**src/ittf_pkg.sv**
```systemverilog
`timescale 1ns / 1ps
// ----------------------------------------------------------------------------
// ittf_pkg
// Types, constants and character helpers shared by the integer formatter.
// ----------------------------------------------------------------------------
package ittf_pkg;

   // Default configuration of the core.
   localparam int ITTF_VALUE_BITS = 32;
   localparam int ITTF_MAX_WIDTH  = 63;

   // Width of every segment length and of the total text length.
   localparam int ITTF_LEN_W = 7;

   // Bit positions inside the flags field.
   localparam int FLAG_ZEROPAD = 0;
   localparam int FLAG_SIGNED  = 1;
   localparam int FLAG_PLUS    = 2;
   localparam int FLAG_SPACE   = 3;
   localparam int FLAG_LEFT    = 4;
   localparam int FLAG_LOWER   = 5;
   localparam int FLAG_PREFIX  = 6;

   // ASCII codes used by the formatter.
   localparam logic [7:0] CH_NUL   = 8'h00;
   localparam logic [7:0] CH_SPACE = 8'h20;
   localparam logic [7:0] CH_PLUS  = 8'h2B;
   localparam logic [7:0] CH_MINUS = 8'h2D;
   localparam logic [7:0] CH_ZERO  = 8'h30;
   localparam logic [7:0] CH_X     = 8'h58;
   localparam logic [7:0] CASE_BIT = 8'h20;

   // Bases that carry a radix prefix.
   localparam logic [4:0] BASE_OCT = 5'd8;
   localparam logic [4:0] BASE_HEX = 5'd16;

   // Digit characters, digit 0 in the low byte.
   localparam logic [127:0] DIGIT_SET = "FEDCBA9876543210";

   // One input item.
   typedef struct packed {
      logic [31:0] value;
      logic [4:0]  base;
      logic [5:0]  text_width;
      logic [5:0]  min_digits;
      logic [6:0]  flags;
   } req_type;

   // One character of result text.
   typedef struct packed {
      logic [7:0] char_out;
      logic       last;
      logic       bad_base;
   } rsp_type;

   // Sequencer states.
   typedef enum logic [2:0] {
      ST_IDLE,
      ST_CHECK,
      ST_DIVIDE,
      ST_SIZE,
      ST_EMIT,
      ST_ERROR
   } state_type;

   // Text segments in output order.
   typedef enum logic [2:0] {
      PH_LEAD,
      PH_SIGN,
      PH_PFX,
      PH_ZPAD,
      PH_PZERO,
      PH_DIGIT,
      PH_TRAIL
   } phase_type;

   // Digit value to ASCII; the case bit only affects the letters.
   function automatic logic [7:0] digit_char(input logic [3:0] d, input logic lower);
      return DIGIT_SET[{d, 3'b000} +: 8] | (lower ? CASE_BIT : CH_NUL);
   endfunction

endpackage

```
**src/integer_to_text_formatter_core.sv**
```systemverilog
`timescale 1ns / 1ps
// ----------------------------------------------------------------------------
// integer_to_text_formatter_core
// Formats one integer as printf-style text, one ASCII character per result.
// ----------------------------------------------------------------------------
// Usage:
// An item is accepted at a clock edge where start is high and busy is low;
// req_data carries the value, base, field width, minimum digits and flags.
// busy stays high until the last character is loaded into the output register.
// Each character appears on rsp_data for one cycle with rsp_valid high, and
// rsp_data.last marks the final character. A base outside 2 to 16 gives one
// transfer with bad_base and last set and a zero character.
// Sequence: sign handling, then one pass of the shared bit-serial divider per
// digit (digits = length of the value in the base), length setup, then the
// characters with an idle step at each text segment boundary (at most six),
// and the output register. Base 2 is the worst case, as it gives the most
// digits; the divider loop dominates the total time.
// Reset clears the sequencer and the strobe; no item is in flight after it.
// The receiver cannot stall, so every character is taken as it appears.
// ----------------------------------------------------------------------------
module integer_to_text_formatter_core #(
   parameter int VALUE_BITS = ittf_pkg::ITTF_VALUE_BITS,
   parameter int MAX_WIDTH  = ittf_pkg::ITTF_MAX_WIDTH
) (
   input  logic              clock,
   input  logic              reset,
   input  logic              start,
   output logic              busy,
   input  ittf_pkg::req_type req_data,
   output logic              rsp_valid,
   output ittf_pkg::rsp_type rsp_data
);
   import ittf_pkg::*;

   localparam int ND_W   = $clog2(VALUE_BITS + 1);
   localparam int IDX_W  = $clog2(VALUE_BITS);
   localparam int SENT_W = $clog2(MAX_WIDTH + 1);
   localparam int LW     = ITTF_LEN_W;

   state_type             state_ff, state_in;
   phase_type             phase_ff, phase_in;
   req_type               req_ff, req_in;
   logic [VALUE_BITS-1:0] mag;
   logic                  neg;
   logic [7:0]            sign_ch_ff, sign_ch_in;
   logic [ND_W-1:0]       nd_ff, nd_in;
   logic [3:0]            digits_ff [VALUE_BITS];
   logic                  dig_we;
   logic [LW-1:0]         cnt_ff, cnt_in;
   logic [SENT_W-1:0]     sent_ff, sent_in;
   logic [LW-1:0]         kept_ff, kept_in;
   logic [LW-1:0]         lead_ff, lead_in;
   logic [LW-1:0]         sign_len_ff, sign_len_in;
   logic [LW-1:0]         pfx_len_ff, pfx_len_in;
   logic [LW-1:0]         zpad_ff, zpad_in;
   logic [LW-1:0]         pzero_ff, pzero_in;
   logic [LW-1:0]         trail_ff, trail_in;
   logic                  rsp_valid_ff, rsp_valid_in;
   rsp_type               rsp_ff, rsp_in;

   logic                  div_start, div_done;
   logic [VALUE_BITS-1:0] div_dividend, div_quot;
   logic [3:0]            div_rem;

   logic                  left, zp_eff, lower;
   logic [LW-1:0]         nd_ext, md_ext, fw_ext, prec, overhead, pad, total;
   logic [LW-1:0]         dig_pos;
   logic [LW-1:0]         next_len;
   phase_type             next_phase;
   logic [7:0]            ch;

   // Shared divider used once per digit.
   ittf_div #(
      .VALUE_BITS(VALUE_BITS)
   ) u_div (
      .clock     (clock),
      .reset     (reset),
      .start     (div_start),
      .dividend  (div_dividend),
      .divisor   (req_ff.base),
      .done      (div_done),
      .quotient  (div_quot),
      .remainder (div_rem)
   );

   // Flag decode, sign handling and segment lengths.
   always_comb begin
      left   = req_ff.flags[FLAG_LEFT];
      zp_eff = req_ff.flags[FLAG_ZEROPAD] & ~left;
      lower  = req_ff.flags[FLAG_LOWER];

      neg = req_ff.flags[FLAG_SIGNED] & req_ff.value[VALUE_BITS-1];
      mag = neg ? (~req_ff.value[VALUE_BITS-1:0] + 1'b1) : req_ff.value[VALUE_BITS-1:0];

      nd_ext   = LW'(nd_ff);
      md_ext   = LW'(req_ff.min_digits);
      fw_ext   = LW'(req_ff.text_width);
      prec     = (nd_ext > md_ext) ? nd_ext : md_ext;
      pfx_len_in = LW'(0);
      if (req_ff.flags[FLAG_PREFIX]) begin
         if (req_ff.base == BASE_HEX) begin
            pfx_len_in = LW'(2);
         end else if (req_ff.base == BASE_OCT) begin
            pfx_len_in = LW'(1);
         end
      end
      sign_len_in = (sign_ch_ff != CH_NUL) ? LW'(1) : LW'(0);
      overhead    = prec + sign_len_in + pfx_len_in;
      pad         = (fw_ext > overhead) ? (fw_ext - overhead) : LW'(0);
      total       = pad + overhead;
      pzero_in    = prec - nd_ext;
      lead_in     = (!zp_eff && !left) ? pad : LW'(0);
      zpad_in     = zp_eff ? pad : LW'(0);
      trail_in    = left ? pad : LW'(0);
      kept_in     = (total > LW'(MAX_WIDTH)) ? LW'(MAX_WIDTH) : total;
   end

   // Segment following the current one and its length.
   always_comb begin
      case (phase_ff)
         PH_LEAD:  next_phase = PH_SIGN;
         PH_SIGN:  next_phase = PH_PFX;
         PH_PFX:   next_phase = PH_ZPAD;
         PH_ZPAD:  next_phase = PH_PZERO;
         PH_PZERO: next_phase = PH_DIGIT;
         default:  next_phase = PH_TRAIL;
      endcase
      case (next_phase)
         PH_SIGN:  next_len = sign_len_ff;
         PH_PFX:   next_len = pfx_len_ff;
         PH_ZPAD:  next_len = zpad_ff;
         PH_PZERO: next_len = pzero_ff;
         PH_DIGIT: next_len = LW'(nd_ff);
         PH_TRAIL: next_len = trail_ff;
         default:  next_len = lead_ff;
      endcase
   end

   // Character of the current segment.
   always_comb begin
      dig_pos = cnt_ff - 1'b1;
      case (phase_ff)
         PH_SIGN:  ch = sign_ch_ff;
         PH_PFX:   ch = (cnt_ff == LW'(1) && req_ff.base == BASE_HEX) ?
                        (CH_X | (lower ? CASE_BIT : CH_NUL)) : CH_ZERO;
         PH_ZPAD:  ch = CH_ZERO;
         PH_PZERO: ch = CH_ZERO;
         PH_DIGIT: ch = digit_char(digits_ff[dig_pos[IDX_W-1:0]], lower);
         default:  ch = CH_SPACE;
      endcase
   end

   // Sequencer: sign, digit loop, sizing, then character emission; a bad base gives an error transfer.
   always_comb begin
      state_in     = state_ff;
      phase_in     = phase_ff;
      req_in       = req_ff;
      sign_ch_in   = sign_ch_ff;
      nd_in        = nd_ff;
      cnt_in       = cnt_ff;
      sent_in      = sent_ff;
      rsp_valid_in = 1'b0;
      rsp_in       = rsp_ff;
      div_start    = 1'b0;
      div_dividend = mag;
      dig_we       = 1'b0;
      case (state_ff)
         ST_IDLE: begin
            if (start) begin
               req_in   = req_data;
               state_in = (req_data.base inside {[5'd2:5'd16]}) ? ST_CHECK : ST_ERROR;
            end
         end
         ST_CHECK: begin
            if (neg) begin
               sign_ch_in = CH_MINUS;
            end else if (req_ff.flags[FLAG_SIGNED] && req_ff.flags[FLAG_PLUS]) begin
               sign_ch_in = CH_PLUS;
            end else if (req_ff.flags[FLAG_SIGNED] && req_ff.flags[FLAG_SPACE]) begin
               sign_ch_in = CH_SPACE;
            end else begin
               sign_ch_in = CH_NUL;
            end
            nd_in     = '0;
            div_start = 1'b1;
            state_in  = ST_DIVIDE;
         end
         ST_DIVIDE: begin
            div_dividend = div_quot;
            if (div_done) begin
               dig_we = 1'b1;
               nd_in  = nd_ff + 1'b1;
               if (div_quot == '0) begin
                  state_in = ST_SIZE;
               end else begin
                  div_start = 1'b1;
               end
            end
         end
         ST_SIZE: begin
            phase_in = PH_LEAD;
            cnt_in   = lead_in;
            sent_in  = '0;
            state_in = ST_EMIT;
         end
         ST_EMIT: begin
            if (cnt_ff == '0) begin
               phase_in = next_phase;
               cnt_in   = next_len;
            end else begin
               cnt_in          = cnt_ff - 1'b1;
               sent_in         = sent_ff + 1'b1;
               rsp_valid_in    = 1'b1;
               rsp_in.char_out = ch;
               rsp_in.bad_base = 1'b0;
               rsp_in.last     = (LW'(sent_ff) + 1'b1) == kept_ff;
               if (rsp_in.last) begin
                  state_in = ST_IDLE;
               end
            end
         end
         ST_ERROR: begin
            rsp_valid_in    = 1'b1;
            rsp_in.char_out = CH_NUL;
            rsp_in.last     = 1'b1;
            rsp_in.bad_base = 1'b1;
            state_in        = ST_IDLE;
         end
         default: begin
            state_in = ST_IDLE;
         end
      endcase
   end

   // State and strobe registers.
   always_ff @(posedge clock) begin
      if (reset) begin
         state_ff     <= ST_IDLE;
         rsp_valid_ff <= 1'b0;
      end else begin
         state_ff     <= state_in;
         rsp_valid_ff <= rsp_valid_in;
      end
   end

   // Payload and working registers.
   always_ff @(posedge clock) begin
      phase_ff   <= phase_in;
      req_ff     <= req_in;
      sign_ch_ff <= sign_ch_in;
      nd_ff      <= nd_in;
      cnt_ff     <= cnt_in;
      sent_ff    <= sent_in;
      rsp_ff     <= rsp_in;
      if (state_ff == ST_SIZE) begin
         kept_ff     <= kept_in;
         lead_ff     <= lead_in;
         sign_len_ff <= sign_len_in;
         pfx_len_ff  <= pfx_len_in;
         zpad_ff     <= zpad_in;
         pzero_ff    <= pzero_in;
         trail_ff    <= trail_in;
      end
   end

   // Digit store, least significant digit first.
   always_ff @(posedge clock) begin
      if (dig_we) begin
         digits_ff[nd_ff[IDX_W-1:0]] <= div_rem;
      end
   end

   assign busy      = state_ff != ST_IDLE;
   assign rsp_valid = rsp_valid_ff;
   assign rsp_data  = rsp_ff;

endmodule

```
**src/ittf_div.sv**
```systemverilog
`timescale 1ns / 1ps
// ----------------------------------------------------------------------------
// ittf_div
// Restoring divider by a small base, one quotient bit per cycle.
// ----------------------------------------------------------------------------
module ittf_div #(
   parameter int VALUE_BITS = 32
) (
   input  logic                  clock,
   input  logic                  reset,
   input  logic                  start,
   input  logic [VALUE_BITS-1:0] dividend,
   input  logic [4:0]            divisor,
   output logic                  done,
   output logic [VALUE_BITS-1:0] quotient,
   output logic [3:0]            remainder
);
   localparam int CNT_W = $clog2(VALUE_BITS + 1);

   logic                  run_ff, run_in;
   logic                  done_ff, done_in;
   logic [CNT_W-1:0]      cnt_ff, cnt_in;
   logic [VALUE_BITS-1:0] quo_ff, quo_in;
   logic [3:0]            rem_ff, rem_in;
   logic [4:0]            trial;
   logic                  fits;

   // One shift and trial subtract per cycle.
   always_comb begin
      trial   = {rem_ff, quo_ff[VALUE_BITS-1]};
      fits    = trial >= divisor;
      run_in  = run_ff;
      done_in = 1'b0;
      cnt_in  = cnt_ff;
      quo_in  = quo_ff;
      rem_in  = rem_ff;
      if (start) begin
         run_in = 1'b1;
         cnt_in = CNT_W'(VALUE_BITS);
         quo_in = dividend;
         rem_in = 4'd0;
      end else if (run_ff) begin
         quo_in = {quo_ff[VALUE_BITS-2:0], fits};
         rem_in = fits ? 4'(trial - divisor) : trial[3:0];
         cnt_in = cnt_ff - 1'b1;
         if (cnt_ff == CNT_W'(1)) begin
            run_in  = 1'b0;
            done_in = 1'b1;
         end
      end
   end

   // Control registers.
   always_ff @(posedge clock) begin
      if (reset) begin
         run_ff  <= 1'b0;
         done_ff <= 1'b0;
         cnt_ff  <= '0;
      end else begin
         run_ff  <= run_in;
         done_ff <= done_in;
         cnt_ff  <= cnt_in;
      end
   end

   // Datapath registers.
   always_ff @(posedge clock) begin
      quo_ff <= quo_in;
      rem_ff <= rem_in;
   end

   assign done      = done_ff;
   assign quotient  = quo_ff;
   assign remainder = rem_ff;

endmodule
```
**config.mk**
```make
export PLATFORM = sky130hd
export DESIGN_NAME = integer_to_text_formatter_core
export DESIGN_NICKNAME = d
export VERILOG_FILES = /design/src/ittf_pkg.sv /design/src/integer_to_text_formatter_core.sv /design/src/ittf_div.sv
export SDC_FILE = /design/constraint.sdc
export NUM_CORES = 1
export LEC_CHECK = 0
export BUFFER_PORTS_ARGS = -buffer_cell sky130_fd_sc_hd__clkbuf_2
export CAP_MARGIN = 20
export CORE_ASPECT_RATIO = 0.5
export CORE_MARGIN = 3
export CORE_UTILIZATION = 40
export DETAILED_ROUTE_END_ITERATION = 8
export GPL_TIMING_DRIVEN = 0
export HOLD_SLACK_MARGIN = 0.08
export PLACE_DENSITY_LB_ADDON = 0.2
export SYNTH_ARGS = -nofsm -noshare
export SYNTH_HDL_FRONTEND = slang
export SYNTH_SLANG_ARGS = --single-unit
```
**constraint.sdc**
```tcl
create_clock -name clock -period 6.5 [get_ports clock]
set_input_delay 1.3 -clock clock [delete_from_list [all_inputs] [get_ports clock]]
set_output_delay 1.3 -clock clock [all_outputs]
set_load 0.05 [all_outputs]
```
==> key figures, run 1 <==
Outcome
  – Outcome: finished clean

Synthesis
  – Yosys warning count: 0
  – Synth Area in Compound Gates: 0.0817
  – Main combinational cell family by area after synthesis: simple AND/OR/NAND/NOR gates
  – Seq/Total Area, Yosys: 0.615
  – Unique masters post-synth: 74
  – Synth Instances: 1,107
  – Syn avg cell area: 12.9 µm²
  – Post-synthesis mux area share: 0.0713
  – Synthesized area: 14,300 µm²
  – Number of enable flip-flop cells after synthesis: 282
  – Post-Synth Adder-Cell Area: 0.0451
  – Post-Synth Simple-Gate Area: 0.113
  – Synth Area in XOR/XNOR: 0.0434
  – Ys flop type: edfxtp_1
  – Async SR Flop Fraction: 0
  – Register bit total from synthesis: 298

Place
  – DP Area: 15,400 µm²
  – Port bufs: 69
  – Final HPWL DP: 24,000 µm
  – Final RePlAce weighted congestion: 0.939

Route
  – TritonRoute pass-1 iters: 5
  – Routed WL per cell: 19.3 µm
  – Final ANT Viol Nets: 0
  – Final WL: 33,100 µm
  – Starting DRT DRC Count: 768
  – DRC viols: 0
  – Vias: 9,235
  – Vias per inst: 5.38

Worst setup path
  – R2R depth: 27
  – R2R setup slack: 0.40 ns
  – Critical R2R Launch: nd_ff[0]
  – Worst EP required: 6.77 ns
  – Worst Path Max Fanout: 9
  – Reg-to-reg endpoint: kept_ff[5]
  – Worst Setup Start Kind: register
  – Largest stage delay, worst path: 0.56 ns
  – Cell mode on critical path: inv_1
  – Top delay family on crit path: compound AO/OA/AOI/OAI gates
  – Slowest library cell on the worst path: edfxtp_1
  – CP bufs+invs: 5
  – Setup crit end kind: register
  – Data arrival time of the worst path: 6.37 ns
  – Worst Setup Path Type: register to register

GRT
  – Remaining global-route overflow: 0
  – Global-route wire length before repair: 51,800 µm
  – Initial antenna violation count: 0
  – GRT Total Usage: 0.172
  – Vias in the first global route: 9,213
  – Largest net degree at the start of global routing: 36

Timing
  – Endpoints failing setup: 0
  – Fin crit share: 0.938
  – Min Clock Period, post-route: 6.10 ns
  – Worst-Margin Slew: 0.914 ns
  – Final Skew: 0.0279 ns
  – Slew Limit Headroom: 0.389
  – Peak Freq: 0.164 GHz
  – Max-slew violations: 0
  – Hold Fails Final Rpt: 0
  – Unrepaired setup endpoints after global routing: false

Layout
  – Area grow syn2layout: 15.1%
  – Share of cells above drive strength 1: 0.152
  – Most common cell after layout, fill and taps aside: edfxtp_1
  – Ant diodes: 0
  – Layout Cell Area excl Fill: 16,500 µm²
  – Most frequent cells in the layout: edfxtp_1, nor2_1, a21oi_1, nand2_1, clkbuf_2
  – Nets: 1,325

CTS
  – H-tree depth: 1
  – CTS tree: done
  – Total CTS buffers: 28
  – Clk sinks: 298
  – Max Buffers Root-to-Sink: 3
  – Clock slew at reported path FFs: 0.07 ns
  – Worst-skew pair later-pin latency: 0.57 ns
  – Clock root buffer: clkbuf_16

Power
  – Power Total: 8.85 mW
  – Switch Pwr: 3.52 mW
  – Sequential share of power: 0.350
  – P_leak: 5.89 nW
  – VDD IR max: 0.000334 V
  – Power density cells: 538 nW/µm²
  – Combinational cell fraction of total power: 0.462
  – Pint: 5.33 mW
  – Clock Power Share: 0.188
  – Switching share of power: 0.398

Floorplanning
  – # IOs: 71
  – Die span in x: 273 µm
  – Starting Density: 0.411
  – Core area: 34,800 µm²
  – Core Rows: 48
  – Die area: 38,200 µm²
  – DIE HEIGHT: 140 µm

Min path
  – Worst Hold Path EP: u_div.cnt_ff[1]
  – Class of the worst hold path: register to register
  – Hold path start: u_div.cnt_ff[1]
  – Hold path cells: 2

Job
  – Max cap viols: 0
layout make-up:
cell class	instances	area [µm²]
clock buffers	41	831
inverters	59	221
flip-flops and latches	298	8790
plain buffers	38	215
repair buffers	80	553
well taps	475	594
multi-input cells	713	5150
fillers	3142	18400
clock inverters	11	109
metrics by stage:
step                 util  hold WS, ns  setup slack, ns  cells  TNS (ns)
floorplan               -        0.469            0.976   1108         0
global placement    0.438        0.492           0.0854   1652         0
detailed placement  0.441        0.505          -0.0535   1656    -0.126
CTS                 0.468        0.514            0.140   1708         0
global route        0.472        0.560           0.0344   1715         0
finish              0.472        0.518            0.401   1715         0
kinds of logic (layout without fill, tap and decap cells):
family | count (synthesis) | in the layout
adders and majority gates | 48 | 48
and+or+nand+nor | 349 | 349
DFF | 298 | 298
xor gates and xnor gates | 70 | 70
buffers and inverters | 97 | 229
muxes | 57 | 57
other | 1 | 2
AOI/OAI and AO/OA | 187 | 187
cells in the mapped netlist, types with 7 or more instances:
cell type	instances	share of area
a21oi_1	81	0.028
ha_1	42	0.037
nand3_1	20	0.0070
and3_1	7	0.0031
a211oi_1	8	0.0042
mux2i_1	18	0.013
xor2_1	24	0.015
mux4_2	21	0.033
inv_1	58	0.015
nand2_1	72	0.019
nor2_1	149	0.039
xnor2_1	45	0.028
dfxtp_1	16	0.022
clkbuf_1	24	0.0063
nor4_1	17	0.0074
nand4_1	7	0.0031
edfxtp_1	282	0.59
o21ai_0	26	0.0091
o31ai_1	9	0.0047
mux4_1	10	0.018
nor2b_1	11	0.0048
nand2b_1	7	0.0031
nor3_1	26	0.0091
a21o_1	10	0.0052
power groups by stage:
stage	Clock [mW]	Combinational [mW]	Sequential (mW)
after floorplan	0	2.77	3.14
after global placement	0	3.69	3.23
after detailed placement	0	3.89	3.18
after CTS	1.70	3.94	3.14
after global routing	1.78	4.51	3.14
final	1.66	4.09	3.10
worst max-delay path by stage:
| stage | start | cells after the start | endpoint | slack [ns] |
|---|---|---|---|---|
| 5_1_grt | nd_ff[0] | 27 | kept_ff[5] | 0.03 |
| 3_5_place_dp | nd_ff[5] | 24 | kept_ff[5] | -0.05 |
| 6_report | nd_ff[0] | 27 | kept_ff[5] | 0.40 |
| 4_1_cts | nd_ff[5] | 24 | kept_ff[5] | 0.14 |
| 2_1_floorplan | nd_ff[5] | 25 | kept_ff[0] | 0.98 |
| 3_3_place_gp | nd_ff[5] | 24 | kept_ff[5] | 0.09 |
metal layers:
| layer | part of all wire | track usage | vias to the layer above |
|---|---|---|---|
| li1 | - | - | 4353 |
| met1 | 0.44 | 0.240 | 4570 |
| met2 | 0.48 | 0.288 | 264 |
| met3 | 0.052 | 0.0252 | 48 |
| met4 | 0.021 | 0.0390 | 0 |
| met5 | 0 | 0 | - |
flip-flops by register name, summed over array words and instances, names as in the netlist, 7 cells and up:
name / flops
cnt_ff: 7
digits_ff: 128
kept_ff: 7
pzero_ff: 7
req_ff: 42
rsp_data: 9
trail_ff: 7
u_div.quotient: 32
zpad_ff: 7
worst reg2reg max path, cell delays in order, from the launching register on:
cell and delay [ns]:
edfxtp_1 0.56, inv_1 0.22, ha_1 0.18, inv_1 0.04, a21o_1 0.16, a21oi_1 0.23, a32oi_4 0.10, mux2i_2 0.20
fa_1 0.40, inv_1 0.09, fa_1 0.46, inv_1 0.20, ha_1 0.28, nor2b_1 0.14, o21a_1 0.18, o21ai_0 0.31
o2bb2ai_2 0.25, or3_1 0.22, nor2_1 0.07, ha_1 0.36, inv_1 0.08, nor2_1 0.05, o21ai_0 0.15, nand2b_1 0.11
a21o_1 0.19, a21oi_1 0.23, xnor2_2 0.20, o211ai_1 0.16
what timing repair did:
| item | CTS | global route |
|---|---|---|
| endpoints found under the setup margin | 4 | 6 |
| resized for setup | 2 | 6 |
| pin swaps | 0 | 1 |
| buffers inserted | 0 | 4 |
| hold buffers | 0 | 0 |
Power figures use the tool's default switching activity.
==> inputs of run 2 (changes only) <==
- BUFFER_PORTS_ARGS: -buffer_cell sky130_fd_sc_hd__clkbuf_2 -> not set
- DONT_BUFFER_PORTS: not set -> 1
- SKIP_CTS_REPAIR_TIMING: not set -> 1
==> key figures, run 2 (synthesis results as in run 1) <==
Outcome
  – Outcome: finished clean

Floorplanning
  – Core area: 34,800 µm² (unchanged)
  – Die span in x: 273 µm (unchanged)
  – Core Rows: 48 (unchanged)
  – Die area: 38,200 µm² (unchanged)
  – # IOs: 71 (unchanged)
  – Starting Density: 0.411 (unchanged)
  – DIE HEIGHT: 140 µm (unchanged)

CTS
  – Total CTS buffers: 28 (unchanged)
  – Clock root buffer: clkbuf_16
  – Clock slew at reported path FFs: 0.07 ns (about the same)
  – Clk sinks: 298 (unchanged)
  – CTS tree: done
  – H-tree depth: 1 (unchanged)
  – Worst-skew pair later-pin latency: 0.56 ns (about the same)
  – Max Buffers Root-to-Sink: 3 (unchanged)

Timing
  – Final Skew: 0.00941 ns (-0.0185 ns)
  – Endpoints failing setup: 0 (unchanged)
  – Max-slew violations: 0 (unchanged)
  – Slew Limit Headroom: 0.444 (+0.0551)
  – Hold Fails Final Rpt: 0 (unchanged)
  – Worst-Margin Slew: 0.831 ns (-0.0833 ns)
  – Min Clock Period, post-route: 6.09 ns (-0.0138 ns)
  – Peak Freq: 0.164 GHz (+0.23%)
  – Worst setup margin: 0.415 ns (+0.0138 ns)
  – Fin crit share: 0.936 (-0.00213)

GRT
  – Remaining global-route overflow: 0 (unchanged)
  – Initial antenna violation count: 2 (+2)
  – Vias in the first global route: 8,873 (-3.7%)
  – Largest net degree at the start of global routing: 36 (unchanged)
  – GRT Total Usage: 0.173 (+0.000808)
  – Global-route wire length before repair: 51,100 µm (-1.3%)

Worst setup path
  – Worst Setup Start Kind: register
  – Largest stage delay, worst path: 0.52 ns (-0.04 ns)
  – R2R setup slack: 0.41 ns (about the same)
  – Data arrival time of the worst path: 6.36 ns (about the same)
  – CP bufs+invs: 3 (-2)
  – Worst EP required: 6.78 ns (about the same)
  – Top delay family on crit path: adder cells
  – Worst Path Max Fanout: 7 (-2)
  – Worst Setup Path Type: register to register
  – Setup crit end kind: register
  – Slowest library cell on the worst path: edfxtp_1

Power
  – P_leak: 5.61 nW (-4.7%)
  – Pint: 5.37 mW (+0.78%)
  – VDD IR max: 0.000280 V (-16%)
  – Combinational cell fraction of total power: 0.448 (-0.014)
  – Clock Power Share: 0.196 (+0.008)
  – Switching share of power: 0.395 (-0.00245)
  – Sequential share of power: 0.356 (+0.006)
  – Switch Pwr: 3.51 mW (-0.25%)
  – Power density cells: 551 nW/µm² (+2.5%)
  – Power Total: 8.88 mW (+0.37%)

Layout
  – Nets: 1,255 (-5.3%)
  – Area grow syn2layout: 12.7%
  – Share of cells above drive strength 1: 0.100 (-0.0524)
  – Max reg flops: 128 (unchanged)
  – Most common cell after layout, fill and taps aside: edfxtp_1
  – Most frequent cells in the layout: edfxtp_1, nor2_1, a21oi_1, nand2_1, inv_1

Route
  – Starting DRT DRC Count: 740 (-3.6%)
  – Vias: 8,943 (-3.2%)
  – Final ANT Viol Nets: 0 (unchanged)
  – Vias per inst: 5.43 (+0.84%)
  – TritonRoute pass-1 iters: 5 (unchanged)
  – Routed WL per cell: 20.2 µm (+4.6%)
  – DRC viols: 0 (unchanged)
  – Final WL: 33,300 µm (+0.48%)

Place
  – Final HPWL DP: 24,000 µm (-0.17%)
  – Port bufs: 0 (-100%)
  – Final RePlAce weighted congestion: 0.928 (-1.1%)
  – DP Worst Slack: -0.0250 ns (+0.0285 ns)

Job
  – Max cap viols: 0 (unchanged)

Min path
  – Class of the worst hold path: register to register
[run 2: path summary, 6_finish.rpt]
kind | from | endpoint | depth (start not counted)
hold reg to reg | u_div.cnt_ff[1] | u_div.cnt_ff[1] | 2
setup reg to reg | nd_ff[5] | kept_ff[5] | 25
setup / recovery | nd_ff[5] | kept_ff[5] | 25
hold / removal | u_div.cnt_ff[1] | u_div.cnt_ff[1] | 2
[run 2: power by group through the flow]
stage | combinational [mW] | sequential [mW] | clock (mW)
final | 3.98 | 3.16 | 1.74
after detailed placement | 3.79 | 3.26 | 0
after global placement | 3.62 | 3.29 | 0
after global routing | 4.39 | 3.21 | 1.87
after floorplan | 2.77 | 3.14 | 0
after CTS | 3.81 | 3.22 | 1.78
[run 2: layer usage]
layer / vias to the layer above / wire [µm] / GRT usage
met2: 223 / 15600 / 0.279
met1: 4467 / 15000 / 0.241
li1: 4202 / - / -
met3: 51 / 1760 / 0.0322
met5: - / 0 / 0
met4: 0 / 908 / 0.0491
[run 2: cell type report]
cell class	instances	area (µm²)
inverter	59	221
timing repair buffer	10	183
multi-input combinational	713	5130
sequential	298	8790
tap	475	594
clock buffer	32	737
buffer	38	215
fill	3160	18700
clock inverter	20	234
antenna	2	5.00
[run 2: worst min-delay path: cells and delay by family, from the launching register on]
| family | cells | cell delay (ns) |
|---|---|---|
| AO/OA/AOI/OAI | 1 | 0.05 |
| flip-flops | 1 | 0.32 |
| AND/OR/NAND/NOR | 1 | 0.08 |
[run 2: stage by stage]
stage / TNS [ns] / utilization / cell area, µm² / hold slack, ns / cells
4_1_cts: -0.0970 / 0.458 / 16000 / 0.504 / 1638
5_1_grt: -0.0182 / 0.463 / 16100 / 0.532 / 1647
2_1_floorplan: 0 / - / 14300 / 0.469 / 1108
3_5_place_dp: -0.0250 / 0.430 / 15000 / 0.495 / 1586
6_report: 0 / 0.463 / 16100 / 0.503 / 1647
3_3_place_gp: 0 / 0.428 / 14900 / 0.493 / 1583
==> inputs of run 3 (changes only) <==
- REMOVE_ABC_BUFFERS: not set -> 1
==> key figures, run 3 (synthesis results as in run 1) <==
CTS
  – Clk sinks: 298 (unchanged)
  – Total CTS buffers: 28 (unchanged)
  – CTS tree: done
  – Max Buffers Root-to-Sink: 3 (unchanged)
  – Clock root buffer: clkbuf_16
  – Clock slew at reported path FFs: 0.07 ns (about the same)
  – H-tree depth: 1 (unchanged)
  – Worst-skew pair later-pin latency: 0.57 ns (about the same)

Layout
  – Ant diodes: 0 (-2)
  – Layout Cell Area excl Fill: 16,100 µm² (-0.26%)
  – Most frequent cells in the layout: edfxtp_1, nor2_1, a21oi_1, nand2_1, inv_1
  – Max reg flops: 128 (unchanged)
  – Share of cells above drive strength 1: 0.107 (+0.00742)
  – Most common cell after layout, fill and taps aside: edfxtp_1
  – Area grow syn2layout: 12.4%
  – Nets: 1,230 (-2.0%)

Timing
  – Max-slew violations: 0 (unchanged)
  – Hold Fails Final Rpt: 0 (unchanged)
  – Endpoints failing setup: 0 (unchanged)
  – Slew Limit Headroom: 0.307 (-0.137)
  – Fin crit share: 0.925 (-0.0112)
  – Final Skew: 0.0225 ns (+0.0131 ns)
  – Unrepaired setup endpoints after global routing: false
  – Min Clock Period, post-route: 6.01 ns (-0.0725 ns)
  – Hold slack final: 0.508 ns (+0.00490 ns)
  – Peak Freq: 0.166 GHz (+1.2%)
  – Worst-Margin Slew: 1.04 ns (+0.206 ns)
  – Worst setup margin: 0.487 ns (+0.0725 ns)

Min path
  – Worst Hold Path EP: u_div.cnt_ff[1]
  – Hold path start: u_div.cnt_ff[1]
  – Class of the worst hold path: register to register
  – Hold path cells: 2 (unchanged)

GRT
  – Initial antenna violation count: 1 (-1)
  – GRT Total Usage: 0.164 (-0.00949)
  – Global-route wire length before repair: 49,000 µm (-4.1%)
  – Vias in the first global route: 8,769 (-1.2%)
  – Largest net degree at the start of global routing: 40 (+11%)
  – Remaining global-route overflow: 0 (unchanged)

Worst setup path
  – Data arrival time of the worst path: 6.29 ns (-0.07 ns)
  – Critical R2R Launch: nd_ff[5]
  – R2R depth: 25 (unchanged)
  – Slowest library cell on the worst path: edfxtp_1
  – CP bufs+invs: 3 (unchanged)
  – Top delay family on crit path: adder cells
  – Setup crit end kind: register
  – Largest stage delay, worst path: 0.54 ns (+0.02 ns)
  – Worst Path Max Fanout: 7 (unchanged)
  – Worst Setup Start Kind: register
  – Worst EP required: 6.78 ns (about the same)
  – Worst Setup Path Type: register to register
  – Reg-to-reg endpoint: kept_ff[2]
  – R2R setup slack: 0.49 ns (+0.07 ns)

Place
  – Port bufs: 0 (unchanged)
  – Final HPWL DP: 22,200 µm (-7.4%)
  – DP Area: 14,900 µm² (-0.38%)
  – DP Worst Slack: -0.250 ns (-0.225 ns)
  – Final RePlAce weighted congestion: 0.846 (-8.8%)

Route
  – Starting DRT DRC Count: 615 (-17%)
  – Routed WL per cell: 19.2 µm (-4.9%)
  – TritonRoute pass-1 iters: 5 (unchanged)
  – Final ANT Viol Nets: 0 (unchanged)
  – Vias: 8,633 (-3.5%)
  – DRC viols: 0 (unchanged)
  – Vias per inst: 5.33 (-1.9%)
  – Final WL: 31,100 µm (-6.5%)

Power
  – P_leak: 5.60 nW (-0.28%)
  – Power density cells: 543 nW/µm² (-1.5%)
  – VDD IR max: 0.000264 V (-5.9%)

Floorplanning
  – Starting Density: 0.411 (unchanged)
  – Core Rows: 48 (unchanged)
  – Die span in x: 273 µm (unchanged)
  – Core area: 34,800 µm² (unchanged)
  – Die area: 38,200 µm² (unchanged)
  – # IOs: 71 (unchanged)
  – DIE HEIGHT: 140 µm (unchanged)

Outcome
  – Outcome: finished clean

Job
  – Max cap viols: 0 (unchanged)
==> run 3: worst max path at each step <==
stage	from	endpoint	slack [ns]	depth (start not counted)
global placement	state_ff[0]	u_div.quotient[10]	-2.63	4
finish	nd_ff[5]	kept_ff[2]	0.49	25
floorplan	state_ff[0]	u_div.quotient[0]	0.39	4
CTS	nd_ff[3]	kept_ff[2]	-0.29	24
global route	nd_ff[0]	kept_ff[2]	0.006	27
detailed placement	nd_ff[3]	kept_ff[2]	-0.25	24
==> run 3: tightest hold or removal path, stage by stage, from the launching register on <==
cell       delay, ns
dfxtp_1         0.32
nor2_1          0.08
a2111oi_0       0.06
==> run 3: per-layer routing <==
layer	GRT usage	share of wire	vias to the layer above
li1	-	-	4173
met1	0.232	0.47	4209
met2	0.259	0.46	197
met3	0.0322	0.049	52
met4	0.0412	0.023	2
met5	0	0.00023	-
==> run 3: per-stage QoR <==
stage / util / cells / TNS [ns] / power [mW]
final: 0.461 / 1620 / 0 / 8.72
after floorplan: - / 1070 / 0 / 5.85
after global routing: 0.461 / 1620 / 0 / 9.36
after detailed placement: 0.428 / 1555 / -1.18 / 6.97
after CTS: 0.456 / 1607 / -1.39 / 8.65
after global placement: 0.422 / 1545 / -84.65 / 6.81
==> run 3: area by class of cell <==
class                           count  area [µm²]
Multi-Input combinational cell    713        5170
Inverter                           59         221
Tap cell                          475         594
Timing Repair Buffer               23         353
Clock inverter                     11         105
Fill cell                        3140       18800
Clock buffer                       41         841
Sequential cell                   298        8790
==> run 3: power breakdown <==
group | leakage (nW) | switching [mW] | total, mW | internal [mW]
Clock | 0.467 | 0.715 | 1.66 | 0.942
Combinational | 2.39 | 2.29 | 3.86 | 1.57
Sequential | 2.74 | 0.393 | 3.20 | 2.81
